## src/design/dtfp_pkg.sv

```systemverilog
// shared types and constants for the decimal text to fixed point core
// used by the controller, the datapath and the port checker
package dtfp_pkg;

	// controller states: the parse phases, then divide and emit
	typedef enum logic [2:0] {
		S_START,
		S_SIGNED,
		S_WHOLE,
		S_FRAC,
		S_ERROR,
		S_DIVIDE,
		S_EMIT
	} state_t;

	typedef logic [1:0] status_code_t;

	localparam status_code_t ST_OK        = 2'd0;
	localparam status_code_t ST_MALFORMED = 2'd1;
	localparam status_code_t ST_OVERFLOW  = 2'd2;

	localparam logic [7:0] CH_NUL   = 8'h00;
	localparam logic [7:0] CH_LF    = 8'h0A;
	localparam logic [7:0] CH_PLUS  = 8'h2B;
	localparam logic [7:0] CH_MINUS = 8'h2D;
	localparam logic [7:0] CH_POINT = 8'h2E;
	localparam logic [7:0] CH_ZERO  = 8'h30;
	localparam logic [7:0] CH_NINE  = 8'h39;

	// commands from the controller to the datapath
	typedef struct packed {
		logic clear;
		logic set_neg;
		logic acc_whole;
		logic acc_frac;
		logic mark_bad;
		logic div_init;
		logic div_step;
		logic load_out;
	} cmd_t;

	// status from the datapath to the controller
	typedef struct packed {
		logic is_digit;
		logic is_minus;
		logic is_plus;
		logic is_point;
		logic is_term;
		logic div_last;
		logic out_free;
	} stat_t;

	// elaboration-time power of ten, sizes the fraction registers
	function automatic logic [63:0] pow10(input int n);
		logic [63:0] p;
		p = 64'd1;
		for (int i = 0; i < n; i++) begin
			p = p * 64'd10;
		end
		return p;
	endfunction

endpackage

```

## src/design/dtfp_ctrl.sv

```systemverilog
// controller state machine: parse phases, divide sequencing, result hand-off
// depends on dtfp_pkg for the state type and the command and status structs
module dtfp_ctrl (
	input  logic              clk,
	input  logic              arst_n,
	input  logic              char_valid,
	output logic              char_stall,
	input  dtfp_pkg::stat_t   stat,
	output dtfp_pkg::cmd_t    cmd
);

	dtfp_pkg::state_t state_q;
	dtfp_pkg::state_t state_d;

	always_ff @(posedge clk or negedge arst_n) begin
		if (!arst_n) begin
			state_q <= dtfp_pkg::S_START;
		end else begin
			state_q <= state_d;
		end
	end

	always_comb begin
		logic take;
		take       = 1'b0;
		state_d    = state_q;
		cmd        = '0;
		char_stall = 1'b1;
		case (state_q)
			dtfp_pkg::S_START, dtfp_pkg::S_SIGNED, dtfp_pkg::S_WHOLE,
			dtfp_pkg::S_FRAC, dtfp_pkg::S_ERROR: begin
				char_stall = 1'b0;
				take       = char_valid;
			end
			dtfp_pkg::S_DIVIDE: begin
				cmd.div_step = 1'b1;
				if (stat.div_last) begin
					state_d = dtfp_pkg::S_EMIT;
				end
			end
			dtfp_pkg::S_EMIT: begin
				if (stat.out_free) begin
					cmd.load_out = 1'b1;
					cmd.clear    = 1'b1;
					state_d      = dtfp_pkg::S_START;
				end
			end
			default: begin
				state_d = dtfp_pkg::S_START;
			end
		endcase

		if (take) begin
			if (stat.is_term) begin
				if (state_q == dtfp_pkg::S_WHOLE || state_q == dtfp_pkg::S_FRAC) begin
					cmd.div_init = 1'b1;
					state_d      = dtfp_pkg::S_DIVIDE;
				end else begin
					cmd.mark_bad = 1'b1;
					state_d      = dtfp_pkg::S_EMIT;
				end
			end else begin
				case (state_q)
					dtfp_pkg::S_START: begin
						if (stat.is_minus) begin
							cmd.set_neg = 1'b1;
							state_d     = dtfp_pkg::S_SIGNED;
						end else if (stat.is_plus) begin
							state_d = dtfp_pkg::S_SIGNED;
						end else if (stat.is_digit) begin
							cmd.acc_whole = 1'b1;
							state_d       = dtfp_pkg::S_WHOLE;
						end else begin
							state_d = dtfp_pkg::S_ERROR;
						end
					end
					dtfp_pkg::S_SIGNED: begin
						if (stat.is_digit) begin
							cmd.acc_whole = 1'b1;
							state_d       = dtfp_pkg::S_WHOLE;
						end else begin
							state_d = dtfp_pkg::S_ERROR;
						end
					end
					dtfp_pkg::S_WHOLE: begin
						if (stat.is_digit) begin
							cmd.acc_whole = 1'b1;
						end else if (stat.is_point) begin
							state_d = dtfp_pkg::S_FRAC;
						end else begin
							state_d = dtfp_pkg::S_ERROR;
						end
					end
					dtfp_pkg::S_FRAC: begin
						if (stat.is_digit) begin
							cmd.acc_frac = 1'b1;
						end else begin
							state_d = dtfp_pkg::S_ERROR;
						end
					end
					default: begin
						state_d = dtfp_pkg::S_ERROR;
					end
				endcase
			end
		end
	end

endmodule

```

## src/design/dtfp_datapath.sv

```systemverilog
// datapath: character classes, digit accumulators, restoring divider, result register
// depends on dtfp_pkg for the command and status structs and the character codes
module dtfp_datapath #(
	parameter int INT_BITS        = 16,
	parameter int FRAC_BITS       = 16,
	parameter int MAX_FRAC_DIGITS = 9
) (
	input  logic                  clk,
	input  logic                  arst_n,
	input  logic [7:0]            char_code,
	input  dtfp_pkg::cmd_t        cmd,
	output dtfp_pkg::stat_t       stat,
	output logic                  result_valid,
	input  logic                  result_stall,
	output logic signed [31:0]    value,
	output logic [1:0]            status
);

	localparam int WH_W  = INT_BITS - 1;
	localparam int DEN_W = $clog2(dtfp_pkg::pow10(MAX_FRAC_DIGITS) + 64'd1);
	localparam int CNT_W = $clog2(MAX_FRAC_DIGITS + 1);
	localparam int BIT_W = $clog2(FRAC_BITS);
	localparam int MAG_W = WH_W + FRAC_BITS;
	localparam int EXT_W = (MAG_W > 32) ? MAG_W : 32;

	localparam logic [CNT_W-1:0] CNT_MAX  = CNT_W'(MAX_FRAC_DIGITS);
	localparam logic [BIT_W-1:0] BIT_LAST = BIT_W'(FRAC_BITS - 1);

	logic                  neg_q;
	logic                  bad_q;
	logic                  ovf_q;
	logic [WH_W-1:0]       whole_q;
	logic [DEN_W-1:0]      fd_q;
	logic [DEN_W-1:0]      den_q;
	logic [CNT_W-1:0]      cnt_q;
	logic [DEN_W-1:0]      rem_q;
	logic [FRAC_BITS-1:0]  quo_q;
	logic [BIT_W-1:0]      bit_q;
	logic                  result_valid_q;
	logic signed [31:0]    value_q;
	logic [1:0]            status_q;

	logic [3:0]            digit;
	logic [WH_W+3:0]       whole_wide;
	logic [DEN_W-1:0]      fd_next;
	logic [DEN_W-1:0]      den_next;
	logic [DEN_W:0]        rem_sh;
	logic                  rem_ge;
	logic [MAG_W-1:0]      mag;
	logic [EXT_W-1:0]      mag_ext;
	logic [31:0]           mag_lo;
	logic signed [31:0]    value_d;
	logic [1:0]            status_d;

	// character classes
	always_comb begin
		stat          = '0;
		stat.is_digit = char_code inside {[dtfp_pkg::CH_ZERO:dtfp_pkg::CH_NINE]};
		stat.is_minus = (char_code == dtfp_pkg::CH_MINUS);
		stat.is_plus  = (char_code == dtfp_pkg::CH_PLUS);
		stat.is_point = (char_code == dtfp_pkg::CH_POINT);
		stat.is_term  = char_code inside {dtfp_pkg::CH_NUL, dtfp_pkg::CH_LF};
		stat.div_last = (bit_q == BIT_LAST);
		stat.out_free = !result_valid_q || !result_stall;
	end

	// ascii digits carry their value in the low nibble
	assign digit = char_code[3:0];

	// times ten as shift-and-add
	assign whole_wide = {1'b0, whole_q, 3'b000} + {3'b000, whole_q, 1'b0}
		+ (WH_W+4)'(digit);
	assign fd_next  = DEN_W'({fd_q, 3'b000}) + DEN_W'({fd_q, 1'b0}) + DEN_W'(digit);
	assign den_next = DEN_W'({den_q, 3'b000}) + DEN_W'({den_q, 1'b0});

	// one quotient bit per cycle
	assign rem_sh = {rem_q, 1'b0};
	assign rem_ge = (rem_sh >= {1'b0, den_q});

	always_ff @(posedge clk or negedge arst_n) begin
		if (!arst_n) begin
			neg_q   <= 1'b0;
			bad_q   <= 1'b0;
			ovf_q   <= 1'b0;
			whole_q <= '0;
			fd_q    <= '0;
			den_q   <= DEN_W'(1);
			cnt_q   <= '0;
			bit_q   <= '0;
		end else if (cmd.clear) begin
			neg_q   <= 1'b0;
			bad_q   <= 1'b0;
			ovf_q   <= 1'b0;
			whole_q <= '0;
			fd_q    <= '0;
			den_q   <= DEN_W'(1);
			cnt_q   <= '0;
			bit_q   <= '0;
		end else begin
			if (cmd.set_neg) begin
				neg_q <= 1'b1;
			end
			if (cmd.mark_bad) begin
				bad_q <= 1'b1;
			end
			if (cmd.acc_whole) begin
				if (whole_wide[WH_W+3:WH_W] != 4'd0) begin
					whole_q <= '1;
					ovf_q   <= 1'b1;
				end else begin
					whole_q <= whole_wide[WH_W-1:0];
				end
			end
			// digits past the limit are dropped
			if (cmd.acc_frac && cnt_q < CNT_MAX) begin
				fd_q  <= fd_next;
				den_q <= den_next;
				cnt_q <= cnt_q + CNT_W'(1);
			end
			if (cmd.div_init) begin
				bit_q <= '0;
			end else if (cmd.div_step) begin
				bit_q <= bit_q + BIT_W'(1);
			end
		end
	end

	always_ff @(posedge clk) begin
		if (cmd.div_init) begin
			rem_q <= fd_q;
			quo_q <= '0;
		end else if (cmd.div_step) begin
			rem_q <= rem_ge ? DEN_W'(rem_sh - {1'b0, den_q}) : rem_q << 1;
			quo_q <= {quo_q[FRAC_BITS-2:0], rem_ge};
		end
	end

	// saturated magnitude is all ones, which the saturated whole part already starts
	assign mag     = ovf_q ? '1 : {whole_q, quo_q};
	assign mag_ext = EXT_W'(mag);
	assign mag_lo  = mag_ext[31:0];

	always_comb begin
		if (bad_q) begin
			value_d  = '0;
			status_d = dtfp_pkg::ST_MALFORMED;
		end else begin
			value_d  = neg_q ? -$signed(mag_lo) : $signed(mag_lo);
			status_d = ovf_q ? dtfp_pkg::ST_OVERFLOW : dtfp_pkg::ST_OK;
		end
	end

	always_ff @(posedge clk or negedge arst_n) begin
		if (!arst_n) begin
			result_valid_q <= 1'b0;
		end else if (cmd.load_out) begin
			result_valid_q <= 1'b1;
		end else if (!result_stall) begin
			result_valid_q <= 1'b0;
		end
	end

	always_ff @(posedge clk) begin
		if (cmd.load_out) begin
			value_q  <= value_d;
			status_q <= status_d;
		end
	end

	assign result_valid = result_valid_q;
	assign value        = value_q;
	assign status       = status_q;

endmodule

```

## src/design/decimal_text_to_fixed_point_core.sv

```systemverilog
// Decimal text to signed fixed point converter. Characters arrive one per item and are taken
// one per cycle unless the input stalls; a number is an optional sign, one or more digits,
// and an optional point with zero or more fraction digits, ended by NUL or newline. Each
// terminator yields one result: the value in signed fixed point with INT_BITS integer bits
// and FRAC_BITS fraction bits, truncated toward zero, in the low 32 bits of value, with status
// ok, malformed (value zero) or saturated. After a terminator of a well-formed number the
// input stalls while a restoring divider produces the fraction one quotient bit per cycle,
// then while the result is loaded; a malformed number stalls it only for that load. Either
// wait grows while a previous result is still held by the output side.
// depends on dtfp_pkg, dtfp_ctrl and dtfp_datapath
module decimal_text_to_fixed_point_core #(
	parameter int INT_BITS        = 16,
	parameter int FRAC_BITS       = 16,
	parameter int MAX_FRAC_DIGITS = 9
) (
	input  logic               clk,
	input  logic               arst_n,
	input  logic               char_valid,
	output logic               char_stall,
	input  logic [7:0]         char_code,
	output logic               result_valid,
	input  logic               result_stall,
	output logic signed [31:0] value,
	output logic [1:0]         status
);

	dtfp_pkg::cmd_t  cmd;
	dtfp_pkg::stat_t stat;

	dtfp_ctrl u_ctrl (
		.clk        (clk),
		.arst_n     (arst_n),
		.char_valid (char_valid),
		.char_stall (char_stall),
		.stat       (stat),
		.cmd        (cmd)
	);

	dtfp_datapath #(
		.INT_BITS        (INT_BITS),
		.FRAC_BITS       (FRAC_BITS),
		.MAX_FRAC_DIGITS (MAX_FRAC_DIGITS)
	) u_datapath (
		.clk          (clk),
		.arst_n       (arst_n),
		.char_code    (char_code),
		.cmd          (cmd),
		.stat         (stat),
		.result_valid (result_valid),
		.result_stall (result_stall),
		.value        (value),
		.status       (status)
	);

endmodule

```

## config.mk

```make
export PLATFORM = sky130hd
export DESIGN_NAME = decimal_text_to_fixed_point_core
export DESIGN_NICKNAME = d
export VERILOG_FILES = /design/src/design/dtfp_pkg.sv /design/src/design/dtfp_ctrl.sv /design/src/design/dtfp_datapath.sv /design/src/design/decimal_text_to_fixed_point_core.sv
export SDC_FILE = /design/constraint.sdc
export NUM_CORES = 1
export LEC_CHECK = 0
export BUFFER_PORTS_ARGS = -buffer_cell sky130_fd_sc_hd__buf_4
export CORE_ASPECT_RATIO = 0.9
export CORE_MARGIN = 5
export CORE_UTILIZATION = 65
export DETAILED_ROUTE_END_ITERATION = 10
export PLACE_DENSITY_LB_ADDON = 0.05
export RECOVER_POWER = 100
export SYNTH_ARGS = -nofsm -noshare
export SYNTH_HDL_FRONTEND = slang
export SYNTH_HIERARCHICAL = 1
export SYNTH_SLANG_ARGS = --single-unit
```

## constraint.sdc

```tcl
create_clock -name clk -period 5.1 [get_ports clk]
set_input_delay 1.02 -clock clk [delete_from_list [all_inputs] [get_ports clk]]
set_output_delay 1.02 -clock clk [all_outputs]
set_load 0.1 [all_outputs]
```

; Word level (Yosys, flattened, before mapping)
; Cells that the tools add are included.
[op_classes]
n_addsub = 9
order_cmp = 4
eq_ne = 12
mux = 57
n_bitwise = 1
n_reduce_logical = 21
[ops]
columns = cell, count
row1 = 2-to-1 mux 30 bit, 7
row2 = 2-to-1 mux 31 bit, 2
row3 = adder 30 bit, 2
row4 = 2-to-1 mux 15 bit, 3
row5 = 2-to-1 mux 3 bit, 11
row6 = negator 31 -> 32 bit, 1
row7 = >= comparator 31 x 30 -> 1 bit, 1
row8 = adder 30 x 4 -> 30 bit, 1
row9 = subtractor 30 bit, 1
row10 = equality test 8 x 6 -> 1 bit (second input constant), 3
row11 = 2-to-1 mux 1 bit, 22
row12 = 2-to-1 mux 4 bit, 5
row13 = adder 18 x 16 -> 19 bit, 1
row14 = adder 19 x 4 -> 19 bit, 1
row15 = nonzero test 2 bit, 7
row16 = one-hot mux 3 bit (4 select lines), 1
row17 = equality test 3 bit (second input constant), 3
row18 = one-hot mux 3 bit (3 select lines), 1
row19 = adder 4 x 1 -> 4 bit (second input constant), 2
row20 = equality test 8 x 4 -> 1 bit (second input constant), 1
row21 = >= comparator 8 x 6 -> 1 bit (second input constant), 1
row22 = <= comparator 8 x 6 -> 1 bit (second input constant), 1
row23 = zero test 8 bit, 1
row24 = equality test 3 x 2 -> 1 bit (second input constant), 2
row25 = other kinds (17), 23
[word_totals]
reg_bits = 170
in_bits = 12
out_inout_bits = 36
wordCells = 119

; Longest topological paths before layout
[logic_depth]
ltp_word = 11
ltp_mapped = 14
ltp_nobuf = 13

; Modules after synthesis
; The synthesis kept the hierarchy.
[modules_own_cells]
columns = module, instances, cells_each, area_each_um2, seq_area_each_um2
row1 = dtfp_datapath, 1, 1529, 13183.9, 4420.5
row2 = dtfp_ctrl, 1, 51, 342.8, 75.1

; Least setup slack after synthesis
; OpenSTA, ideal clock, no wires.
[synth_path]
kind = input to register
startpoint = in char_code[3]
endpoint = reg u_datapath.fd_q[29]
setup_ns = 0.125
arrival_ns = 4.018
t_required_ns = 4.975
slack_ns = 0.957
cell_stages = 13
n_path_buf = 0
path_cell_list = inv_1 -> fa_1 -> inv_1 -> ha_1 -> a211o_1 -> a21o_1 -> nor3b_1 -> o21ai_0 -> o21ai_0 -> a31o_2 -> a31o_2 -> a21oi_1 -> mux2_2
[synth_between]
elab_chain_len = 8
word_cells_on_any_way = 15
cone_classes = add/sub: 1 / order compare: 2 / eq/ne: 1 / mux: 6 / reduce/logical: 5
[synth_rtl]
columns = element, line_no
row1 = "start, declared", decimal_text_to_fixed_point_core.sv:20  ; input logic [7:0] char_code,
row2 = >= comparator 8 x 6 -> 1 bit / <= comparator 8 x 6 -> 1 bit (equally long branches), dtfp_datapath.sv:58  ; stat.is_digit = char_code inside {[dtfp_pkg::CH_ZERO:dtfp_pkg::CH_NINE]};
row3 = logical AND 1 bit, dtfp_datapath.sv:58
row4 = 2-to-1 mux 1 bit, dtfp_ctrl.sv:95  ; if (stat.is_digit) begin
row5 = 2-to-1 mux 1 bit, dtfp_ctrl.sv:63  ; case (state_q)
row6 = 2-to-1 mux 3 bit, dtfp_ctrl.sv:54  ; if (stat.is_term) begin
row7 = 2-to-1 mux 5 bit, dtfp_ctrl.sv:53  ; if (take) begin
row8 = logical AND 1 bit, dtfp_datapath.sv:115  ; if (cmd.acc_frac && cnt_q < CNT_MAX) begin
row9 = nonzero test 2 bit (no source line), --
row10 = "end signal, assigned", dtfp_datapath.sv:116  ; fd_q <= fd_next;
row11 = "end, declared", dtfp_datapath.sv:33  ; logic [DEN_W-1:0] fd_q;
; Several ways; a longest one is shown, not always the timed one. The select of a mux whose other input is x is not followed.
; A chain may end at the register's enable or synchronous reset.

==> flow_metrics.py <==
metrics = {
    "yosys": {
        "synthFlopType": "dfrtp_1",
        "yosys.area.top_type": "dfrtp_1",
        "avgSynthCellArea_um2": 8.56,
        "synth.net_count": 1741,
        "synth_edf_count": 64,
        "synth-seq-area-share_pct": 33.2,
        "synth_top_area_share_pct": 16.5,
        "syn-cell-area_um2": 13500,
        "yosys-top-cells-area": "dfrtp_1 16%, edfxtp_1 14%, ha_1 13%, a21oi_1 5.5%, nor2_1 5.3%",
        "async_flop_share_pct": 52.9,
        "ys_warn_count": 6,
        "ys_ff_latch": 170,
        "synth.distinct_cells": 82,
        "synthCells": 1580,
    },
    "clock_tree": {
        "holdBufCountCts": 0,
        "clock-sinks": 170,
        "clock_path_buffers": 2,
        "insertion_delay_ns": 0.44,
        "cts_buffers": 17,
        "cts-root-buf": "clkbuf_16",
        "cts_tree": "done",
        "post_cts_buffers": 0,
        "clkTransAtPathRegs_ns": 0.07,
        "htree_levels": 4,
        "ctsResizeCount": 0,
    },
    "grt": {
        "antenna_found_initial": 0,
        "use_met3_pct": 4.38,
        "grt_pass1_vias": 10833,
        "met2_usage_pct": 40.2,
        "top_usage_layer": "met1",
        "grt_pass1_wl_mm": 54.7,
        "globalRouteOverflowTotal": 0,
        "grt_max_degree": 66,
        "grt_util_all_layers_pct": 27.5,
        "use_met1_pct": 43.4,
    },
    "status": {
        "outcome": "finished, violations left",
        "violations": "capacitance limit, slew limit",
    },
    "power_and_ir_drop": {
        "combPwrFrac_pct": 44.4,
        "pwr-share-clk_pct": 21.3,
        "cellPowerDensity_nw_per_um2": 428,
        "switching_share_pct": 43.8,
        "p_seq_share_pct": 34.2,
        "leakage_nw": 6.31,
        "p_sw_mw": 2.71,
        "ir_worst_vdd_mv": 0.335,
        "power.internal_mw": 3.48,
        "total_power_mw": 6.19,
    },
    "sta": {
        "period_needed_ns": 4.51,
        "final_hold_viol_count": 0,
        "rsz0062_at_grt": "false",
        "relSlewSlack_pct": -128,
        "setup_violations": 0,
        "fmax_mhz": 222,
        "timing.final.crit_share_pct": 88.5,
        "fin_skew_ns": 0.0157,
        "worstMarginPinSlew_ns": 3.42,
        "drv_slew": 117,
        "setup_tns_ns": 0,
    },
    "die": {
        "start_util_pct": 65.5,
        "row_count": 50,
        "die_h_um": 147,
        "design.die.area_um2": 23800,
        "die_w_um": 162,
        "pin_count": 48,
        "core_um2": 20600,
    },
    "placed_design": {
        "placed_area_um2": 14100,
        "placement.io_buffers": 47,
        "place_hpwl_mm": 23.6,
        "gp_congestion": 0.898,
    },
    "worst_hold_path": {
        "hp-start": "u_datapath/neg_q",
        "hold_path_end": "u_datapath/neg_q",
        "holdPathStages": 2,
        "worstHoldPathType": "register to register",
    },
    "detailed_routing": {
        "drc_errors": 0,
        "initialDrtViolationCount": 1179,
        "wire_per_inst_um": 17.4,
        "drtPass1Iterations": 5,
        "via_per_inst": 6.29,
        "drt-total-wl_mm": 32.4,
        "ant_nets": 0,
        "vias": 11759,
    },
    "critical_path": {
        "r2r_cells": 12,
        "cp_top_family": "simple AND/OR/NAND/NOR gates",
        "crit_top_cell": "nand2_1",
        "r2r-end": "u_datapath/rem_q[5]",
        "crit_chain": "clkbuf_4 > nand2_1 > and4_1 > clkbuf_2 > nor3_1 > mux2i_1 > nand2_1",
        "cp.required_ns": 5.41,
        "worstPathArrival_ns": 4.83,
        "r2r_setup_slack_ns": 0.67,
        "r2r_start": "u_datapath/den_q[24]",
        "cp-end-kind": "register",
        "critPathMaxFanout": 65,
        "slowest_stage": "and4_1",
        "max_stage_delay_ns": 1.78,
        "path_class": "input pin to register",
        "critPathLaunchType": "input pin",
        "critPathLaunch": "result_stall",
        "path_depth": 7,
        "critPathBufInv": 2,
    },
    "flow_run": {
        "drv_cap": 2,
    },
    "layout": {
        "mostFrequentLayoutCells": "191 x nor2_1, 149 x a21oi_1, 143 x ha_1",
        "antenna_cells": 0,
        "fillCellCount": 1673,
        "final_common_cell": "nor2_1",
        "drive_gt1_share_pct": 4.79,
        "area_growth_pct": 6.85,
        "layout.nets": 1757,
        "design_area_um2": 14500,
    },
}
==> layer usage <==
layer | wire length, um | vias up | share of wire, %
met5 | 0 | - | 0
met4 | 345 | 0 | 1.1
met3 | 2410 | 32 | 7.4
met2 | 13600 | 424 | 42
met1 | 16000 | 5545 | 49
li1 | - | 5758 | -
==> state kept, by name, indices dropped and copies added, names as in the netlist <==
name / count
u_datapath/value: 32
u_datapath/den_q: 30
u_datapath/fd_q: 30
u_datapath/rem_q: 30
u_datapath/quo_q: 16
u_datapath/whole_q: 15
u_datapath/bit_q: 4
u_datapath/cnt_q: 4
u_ctrl/state_q: 3
u_datapath/status: 2
u_datapath/bad_q: 1
u_datapath/neg_q: 1
u_datapath/ovf_q: 1
u_datapath/result_valid: 1
==> worst max-delay path by stage <==
| stage | endpoint | slack, ns |
|---|---|---|
| after floorplan | u_datapath/fd_q[29] | 0.96 |
| after global placement | u_datapath/fd_q[29] | 0.59 |
| after detailed placement | u_datapath/whole_q[1] | 0.45 |
| after CTS | u_datapath/whole_q[1] | 0.91 |
| after global routing | u_datapath/fd_q[14] | 0.30 |
| final | u_datapath/fd_q[14] | 0.59 |
==> logic make-up after synthesis <==
group           share of synthesized area (%)
mux                                      2.60
buf+inv                                  4.45
flops                                    33.2
simple gates                             18.8
fa+ha+maj                                14.1
xor+xnor                                 5.44
compound gates                           21.4
==> worst register-to-register path: cells and delay by family, from the launching register on <==
| kind | cells | cell delay, ns |
|---|---|---|
| AOI/OAI and AO/OA | 8 | 2.70 |
| buffers and inverters | 2 | 0.49 |
| DFF | 1 | 0.47 |
| adders and majority gates | 1 | 0.39 |
| and+or+nand+nor | 1 | 0.08 |
==> stage by stage <==
step / instances / hold WS, ns / setup slack [ns] / utilization, %
2_1_floorplan: 1580 / 0.423 / 0.957 / -
3_3_place_gp: 1837 / 0.473 / 0.592 / 68.3
3_5_place_dp: 1837 / 0.494 / 0.449 / 68.3
4_1_cts: 1869 / 0.511 / 0.909 / 71.2
5_1_grt: 1869 / 0.530 / 0.304 / 70.0
6_report: 1869 / 0.515 / 0.586 / 70.0
==> area by class of cell <==
class	instances	area [um2]	share of cell area (%)
Clock inverter	15	174	1.20
Tap cell	260	325	2.25
Multi-Input combinational cell	1255	8400	58.1
Sequential cell	170	4500	31.1
Clock buffer	17	425	2.94
Inverter	89	334	2.31
Timing Repair Buffer	63	300	2.08
==> synthesized netlist by cell type, drive strengths merged, types with 44 or more instances <==
| library cell | instances |
|---|---|
| xnor2 | 59 |
| ha | 143 |
| nor2 | 192 |
| nor3 | 47 |
| dfrtp | 89 |
| nand2 | 142 |
| o21ai | 85 |
| clkbuf | 45 |
| a211oi | 44 |
| inv | 88 |
| a21oi | 149 |
| edfxtp | 64 |
==> power by group through the flow <==
stage | sequential, mW | clock (mW) | combinational [mW]
global route | 2.16 | 1.40 | 3.05
finish | 2.12 | 1.32 | 2.75
floorplan | 2.35 | 0 | 1.92
detailed placement | 2.14 | 0 | 2.76
global placement | 2.13 | 0 | 2.71
CTS | 2.11 | 1.34 | 2.79
Note: power is estimated with default switching activity, not from simulation.
